`src/rtl/hnorm_pkg.sv`:
```
// ----------------------------------------------------------------------------
// hnorm_pkg
// shared types, constants and helpers of the heightmap normal generator
// ----------------------------------------------------------------------------
package hnorm_pkg;

  localparam int MAX_SIDE_DEF = 1024;

  // configuration register indexes
  localparam logic [1:0] CFG_IMAGE_SIDE    = 2'd0;
  localparam logic [1:0] CFG_HEIGHT_GAIN   = 2'd1;
  localparam logic [1:0] CFG_HEIGHT_ENABLE = 2'd2;

  localparam logic [10:0] IMAGE_SIDE_RST    = 11'd256;
  localparam logic [15:0] HEIGHT_GAIN_RST   = 16'd256;
  localparam logic        HEIGHT_ENABLE_RST = 1'b1;

  // item opcodes
  localparam logic OP_PIXEL = 1'b0;
  localparam logic OP_FLUSH = 1'b1;

  localparam int SQRT_STEPS = 32;
  localparam int DIV_STEPS  = 17;

  typedef enum logic [3:0] {
    ST_IDLE, ST_RD_CUR, ST_RD_NBR, ST_WRITE,
    ST_MUL_A, ST_MUL_B, ST_MUL_C, ST_MATH, ST_OUT
  } state_t;

  typedef enum logic [2:0] {
    M_IDLE, M_SQ_A, M_SQ_B, M_SQRT, M_DIV_LOAD, M_DIV, M_DONE
  } math_state_t;

  typedef enum logic [1:0] {
    COMP_X, COMP_Y, COMP_Z
  } comp_t;

  typedef struct packed {
    logic signed [15:0] nx;
    logic        [14:0] ny;
    logic signed [15:0] nz;
  } hnorm_vec_t;

  // pixel level 2p-255
  function automatic logic signed [9:0] pix_level(input logic [7:0] p);
    pix_level = $signed({1'b0, p, 1'b0}) - 10'sd255;
  endfunction

  // signed component from rounded magnitude, saturated
  function automatic logic signed [15:0] sat_signed(input logic [16:0] q, input logic neg);
    logic signed [15:0] r;
    if (neg) begin
      if (q >= 17'd32768) r = 16'sh8000;
      else r = -$signed(q[15:0]);
    end else begin
      if (q >= 17'd32767) r = 16'sh7fff;
      else r = $signed(q[15:0]);
    end
    sat_signed = r;
  endfunction

  function automatic logic [14:0] sat_unsigned(input logic [16:0] q);
    sat_unsigned = (q >= 17'd32767) ? 15'h7fff : q[14:0];
  endfunction

endpackage

```
`src/rtl/hnorm_math.sv`:
```
// ----------------------------------------------------------------------------
// hnorm_math
// sequential normalise unit: squares, bit-pair square root, long division
// ----------------------------------------------------------------------------
module hnorm_math (
  input  logic                   clk,
  input  logic                   rst,
  input  logic                   start,
  input  logic signed [25:0]     a,
  input  logic signed [25:0]     b,
  output logic                   done,
  output hnorm_pkg::hnorm_vec_t  result
);

  hnorm_pkg::math_state_t state, state_next;
  hnorm_pkg::comp_t       comp;

  logic [24:0] mag_a, mag_b;
  logic        neg_a, neg_b;
  logic [24:0] sq_op;
  logic [49:0] sq;
  logic [51:0] n2;
  logic [63:0] xsh;
  logic [32:0] rem;
  logic [31:0] root;
  logic [4:0]  cnt;
  logic [34:0] s_cand;
  logic [34:0] s_trial;
  logic        s_ge;
  logic [32:0] rem_next;
  logic [24:0] div_mag;
  logic        div_neg;
  logic [46:0] numer;
  logic [31:0] drem;
  logic [16:0] dlow, q;
  logic [32:0] d_cand;
  logic        d_ge;
  logic [31:0] drem_next;
  logic [16:0] q_next;

  assign sq_op = (state == hnorm_pkg::M_SQ_B) ? mag_b : mag_a;
  assign sq    = sq_op * sq_op;

  // one root bit per cycle
  assign s_cand   = {rem[32:0], xsh[63:62]};
  assign s_trial  = {1'b0, root, 2'b01};
  assign s_ge     = s_cand >= s_trial;
  assign rem_next = s_ge ? 33'(s_cand - s_trial) : s_cand[32:0];

  always_comb begin
    unique case (comp)
      hnorm_pkg::COMP_X: begin div_mag = mag_a;  div_neg = neg_a; end
      hnorm_pkg::COMP_Y: begin div_mag = 25'd512; div_neg = 1'b0; end
      hnorm_pkg::COMP_Z: begin div_mag = mag_b;  div_neg = neg_b; end
      default:           begin div_mag = 25'd0;  div_neg = 1'b0; end
    endcase
  end

  // numerator with the half divisor for round to nearest
  assign numer = {1'b0, div_mag, 21'd0} + 47'(root >> 1);

  // one quotient bit per cycle
  assign d_cand    = {drem, dlow[16]};
  assign d_ge      = d_cand >= {1'b0, root};
  assign drem_next = d_ge ? 32'(d_cand - {1'b0, root}) : d_cand[31:0];
  assign q_next    = {q[15:0], d_ge};

  always_ff @(posedge clk) begin
    if (rst) begin
      state <= hnorm_pkg::M_IDLE;
    end else begin
      state <= state_next;
    end
  end

  always_comb begin
    state_next = state;
    done       = 1'b0;
    unique case (state)
      hnorm_pkg::M_IDLE:     if (start) state_next = hnorm_pkg::M_SQ_A;
      hnorm_pkg::M_SQ_A:     state_next = hnorm_pkg::M_SQ_B;
      hnorm_pkg::M_SQ_B:     state_next = hnorm_pkg::M_SQRT;
      hnorm_pkg::M_SQRT: begin
        if (cnt == 5'(hnorm_pkg::SQRT_STEPS - 1)) state_next = hnorm_pkg::M_DIV_LOAD;
      end
      hnorm_pkg::M_DIV_LOAD: state_next = hnorm_pkg::M_DIV;
      hnorm_pkg::M_DIV: begin
        if (cnt == 5'(hnorm_pkg::DIV_STEPS - 1)) begin
          state_next = (comp == hnorm_pkg::COMP_Z) ? hnorm_pkg::M_DONE
                                                   : hnorm_pkg::M_DIV_LOAD;
        end
      end
      hnorm_pkg::M_DONE: begin
        done       = 1'b1;
        state_next = hnorm_pkg::M_IDLE;
      end
      default: state_next = hnorm_pkg::M_IDLE;
    endcase
  end

  always_ff @(posedge clk) begin
    unique case (state)
      hnorm_pkg::M_IDLE: begin
        mag_a <= 25'(a[25] ? -a : a);
        mag_b <= 25'(b[25] ? -b : b);
        neg_a <= a[25];
        neg_b <= b[25];
        comp  <= hnorm_pkg::COMP_X;
      end
      hnorm_pkg::M_SQ_A: n2 <= 52'd262144 + 52'(sq);
      hnorm_pkg::M_SQ_B: begin
        xsh  <= {n2 + 52'(sq), 12'd0};
        rem  <= '0;
        root <= '0;
        cnt  <= '0;
      end
      hnorm_pkg::M_SQRT: begin
        rem  <= rem_next;
        root <= {root[30:0], s_ge};
        xsh  <= {xsh[61:0], 2'b00};
        cnt  <= cnt + 5'd1;
      end
      hnorm_pkg::M_DIV_LOAD: begin
        drem <= 32'(numer[46:17]);
        dlow <= numer[16:0];
        q    <= '0;
        cnt  <= '0;
      end
      hnorm_pkg::M_DIV: begin
        drem <= drem_next;
        dlow <= {dlow[15:0], 1'b0};
        q    <= q_next;
        cnt  <= cnt + 5'd1;
        if (cnt == 5'(hnorm_pkg::DIV_STEPS - 1)) begin
          unique case (comp)
            hnorm_pkg::COMP_X: begin
              result.nx <= hnorm_pkg::sat_signed(q_next, div_neg);
              comp      <= hnorm_pkg::COMP_Y;
            end
            hnorm_pkg::COMP_Y: begin
              result.ny <= hnorm_pkg::sat_unsigned(q_next);
              comp      <= hnorm_pkg::COMP_Z;
            end
            hnorm_pkg::COMP_Z: result.nz <= hnorm_pkg::sat_signed(q_next, div_neg);
            default: comp <= hnorm_pkg::COMP_X;
          endcase
        end
      end
      hnorm_pkg::M_DONE: cnt <= '0;
      default: cnt <= '0;
    endcase
  end

endmodule

```
`config.mk`:
```
export PLATFORM = sky130hd
export DESIGN_NAME = hnorm_math
export DESIGN_NICKNAME = d
export VERILOG_FILES = /design/src/rtl/hnorm_pkg.sv /design/src/rtl/hnorm_math.sv
export SDC_FILE = /design/constraint.sdc
export NUM_CORES = 2
export LEC_CHECK = 0
export BUFFER_PORTS_ARGS = -buffer_cell sky130_fd_sc_hd__buf_4
export CAP_MARGIN = 5
export CELL_PAD_IN_SITES_DETAIL_PLACEMENT = 1
export CELL_PAD_IN_SITES_GLOBAL_PLACEMENT = 2
export CORE_ASPECT_RATIO = 0.7
export CORE_UTILIZATION = 35
export DETAILED_ROUTE_END_ITERATION = 8
export PLACE_DENSITY_LB_ADDON = 0.15
export SKIP_CTS_REPAIR_TIMING = 1
export SLEW_MARGIN = 20
export SYNTH_ARGS = -nofsm -noshare
export SYNTH_HDL_FRONTEND = slang
export SYNTH_SLANG_ARGS = --single-unit
export TNS_END_PERCENT = 20
```
`constraint.sdc`:
```
create_clock -name clk -period 24.1 [get_ports clk]
set_input_delay 2.41 -clock clk [delete_from_list [all_inputs] [get_ports clk]]
set_output_delay 2.41 -clock clk [all_outputs]
set_load 0.005 [all_outputs]
```
==> results.json <==
{
  "status": "finished clean",
  "netlist_area_mm2": 0.03956,
  "startpoint": "state[1]$_SDFFE_PP0P_",
  "synth_area_leaders": "edfxtp_1, fa_1, ha_1, inv_1, nor2_1",
  "place_congestion": 0.8561,
  "dpl.hpwl_um": 101200,
  "cts.clk_slew.worst_paths_ns": 0.06,
  "clk_latency_ns": 0.56,
  "finClkSkew_ns": 0.01178,
  "io_pins": 103,
  "multiInputGateArea_mm2": 0.02617,
  "rows": 102,
  "wire_per_inst_um": 21.88,
  "hp-class": "reg -> reg",
  "port_buffers": 102,
  "dp_slack_ns": 10.52,
  "ys_types": 103,
  "synthArstFlopShare_pct": 0,
  "final_cell_mix": "inv_1, fa_1, nor2_1, nand2_1, edfxtp_1",
  "cpMostUsedCell": "fa_1",
  "synth_top_cell_area_share_pct": 25.66,
  "drt-total-wl_um": 125500,
  "firstDrtPassIters": 5,
  "synthCells": 4151,
  "finalSetupViolCount": 0,
  "coreArea_mm2": 0.1113,
  "finalNetCount": 5046,
  "yosysWarnings": 0,
  "crit_fanout": 43,
  "fillers": 12720,
  "critPathKind": "reg -> reg",
  "cts-root-buf": "clkbuf_16",
  "ys_seq_elements": 341,
  "cp_slowest_cell": "clkinv_1",
  "dr_total_vias": 29260,
  "avgSynthCellArea_um2": 9.531,
  "critical-path-max-stage-delay_ns": 0.87,
  "cts_made_buffers": 38,
  "worst_pin_slew_ns": 1.055,
  "clockBufferDepth": 3,
  "post-route-min-period_ns": 13.58,
  "initial_core_util_pct": 35.55,
  "grt_max_degree": 79,
  "drv_cap": 0,
  "crit_buf_inv": 9,
  "min_from": "dlow[1]$_DFFE_PP_",
  "crit_family": "adder cells",
  "hold_viol": 0,
  "cts_tree": "done",
  "syn2layout_area_growth_pct": 10.05,
  "yosysTopAreaCell": "edfxtp_1",
  "grt_setup_unrepaired": "no",
  "fmax_mhz": 73.62,
  "seqCellArea_mm2": 0.01021,
  "grt_pass1_wl_um": 195600,
  "drc": 0,
  "postRouteAntennaNets": 0,
  "finalWorstSetupSlack_ns": 10.52,
  "drtIter0Drc": 2069,
  "drive_gt1_share_pct": 7.145,
  "startpoint_type": "flip-flop",
  "relSlewSlack_pct": 29.68,
  "ys_seq_area_share_pct": 25.81,
  "drv_slew": 0,
  "die_h_um": 283.3,
  "final_common_cell": "inv_1",
  "crit_required_ns": 24.38,
  "cts_sinks": 341,
  "arrival_ns": 13.86,
  "overflow": 0,
  "viasPerCell": 5.098,
  "grt_pass1_vias": 30710,
  "antenna_found_initial": 6,
  "dieWidth_um": 403.8,
  "cp-end-kind": "flip-flop",
  "grt_usage_pct": 22.28,
  "synth_nets": 4998,
  "r2r-start": "state[1]$_SDFFE_PP0P_",
  "htreeDepth": 2,
  "dieArea_mm2": 0.1144,
  "synth_ff_type": "edfxtp_1",
  "setup-tns-final_ns": 0,
  "hold_slack_ns": 0.5271,
  "period_share_pct": 56.36,
  "synth-edff-count": 338
}
## tightest hold or removal path, stage by stage (launching register included)
cell and delay [ns]:
edfxtp_1 0.32, nand2_1 0.04, o21ai_0 0.06
## stage by stage
stage | instances | cell area, um2 | util (%)
2_1_floorplan | 4151 | 39560 | -
3_3_place_gp | 5667 | 42090 | 37.82
3_5_place_dp | 5667 | 42090 | 37.82
4_1_cts | 5735 | 43530 | 39.11
5_1_grt | 5735 | 43530 | 39.12
6_report | 5738 | 43540 | 39.12
## kinds of logic after synthesis
family	share of synthesized area [%]
adders and majority gates	34.08
xor gates and xnor gates	5.199
AOI/OAI and AO/OA	11.57
DFF	25.81
and+or+nand+nor	13.16
muxes	1.923
buffers and inverters	8.264
## layout make-up
class,instances,area share (%)
multi-input cells,2946,60.11
flip-flops and latches,341,23.45
inverters,727,6.268
well taps,1508,4.334
repair buffers,145,2.509
clock buffers,39,2.242
clock inverters,29,1.069
diodes,3,0.01724
## registers in the layout (all words and copies together), names as in the netlist
name    count
cnt         5
comp        2
dlow       17
drem       32
mag_a      25
mag_b      25
n2         50
neg_a       1
neg_b       1
q          16
rem        33
result     47
root       32
state       3
xsh        52
## cell usage after synthesis, drive strengths merged (20+ instances only)
library cell / number
xnor2: 156
nor3: 48
nor2b: 27
nand2b: 22
or2: 20
buf: 30
fa: 476
a211oi: 36
and3: 40
edfxtp: 338
ha: 316
a31oi: 26
inv: 721
or3: 25
nand3: 53
nand2: 377
clkbuf: 107
xor2: 78
nand4: 37
o21ai: 159
o31ai: 21
a21oi: 222
nor2: 416
and2: 24
a21o: 91
mux2i: 58
## metal layers
layer  wire, um  share of wire [%]  GRT usage (%)  vias to the layer above
met2      47900                 38          29.27                      608
met1      68850                 55          37.53                    14740
li1           -                  -              -                    13840
met3       7919                6.3          4.420                       66
met5          0                  0              0                        -
met4        856               0.68          1.970                        0
## path summary, 6_finish.rpt
kind | end | slack [ns] | cells after the start
worst max-delay path | xsh[57]$_DFFE_PP_ | 10.52 | 39
worst min-delay path | dlow[2]$_DFFE_PP_ | 0.53 | 2
worst max register to register | xsh[57]$_DFFE_PP_ | 10.52 | 39
worst min register to register | dlow[2]$_DFFE_PP_ | 0.53 | 2
Power is left out: the tool's default activity adds up to more than one toggle a clock period on the data nets, which glitch-free logic cannot reach.
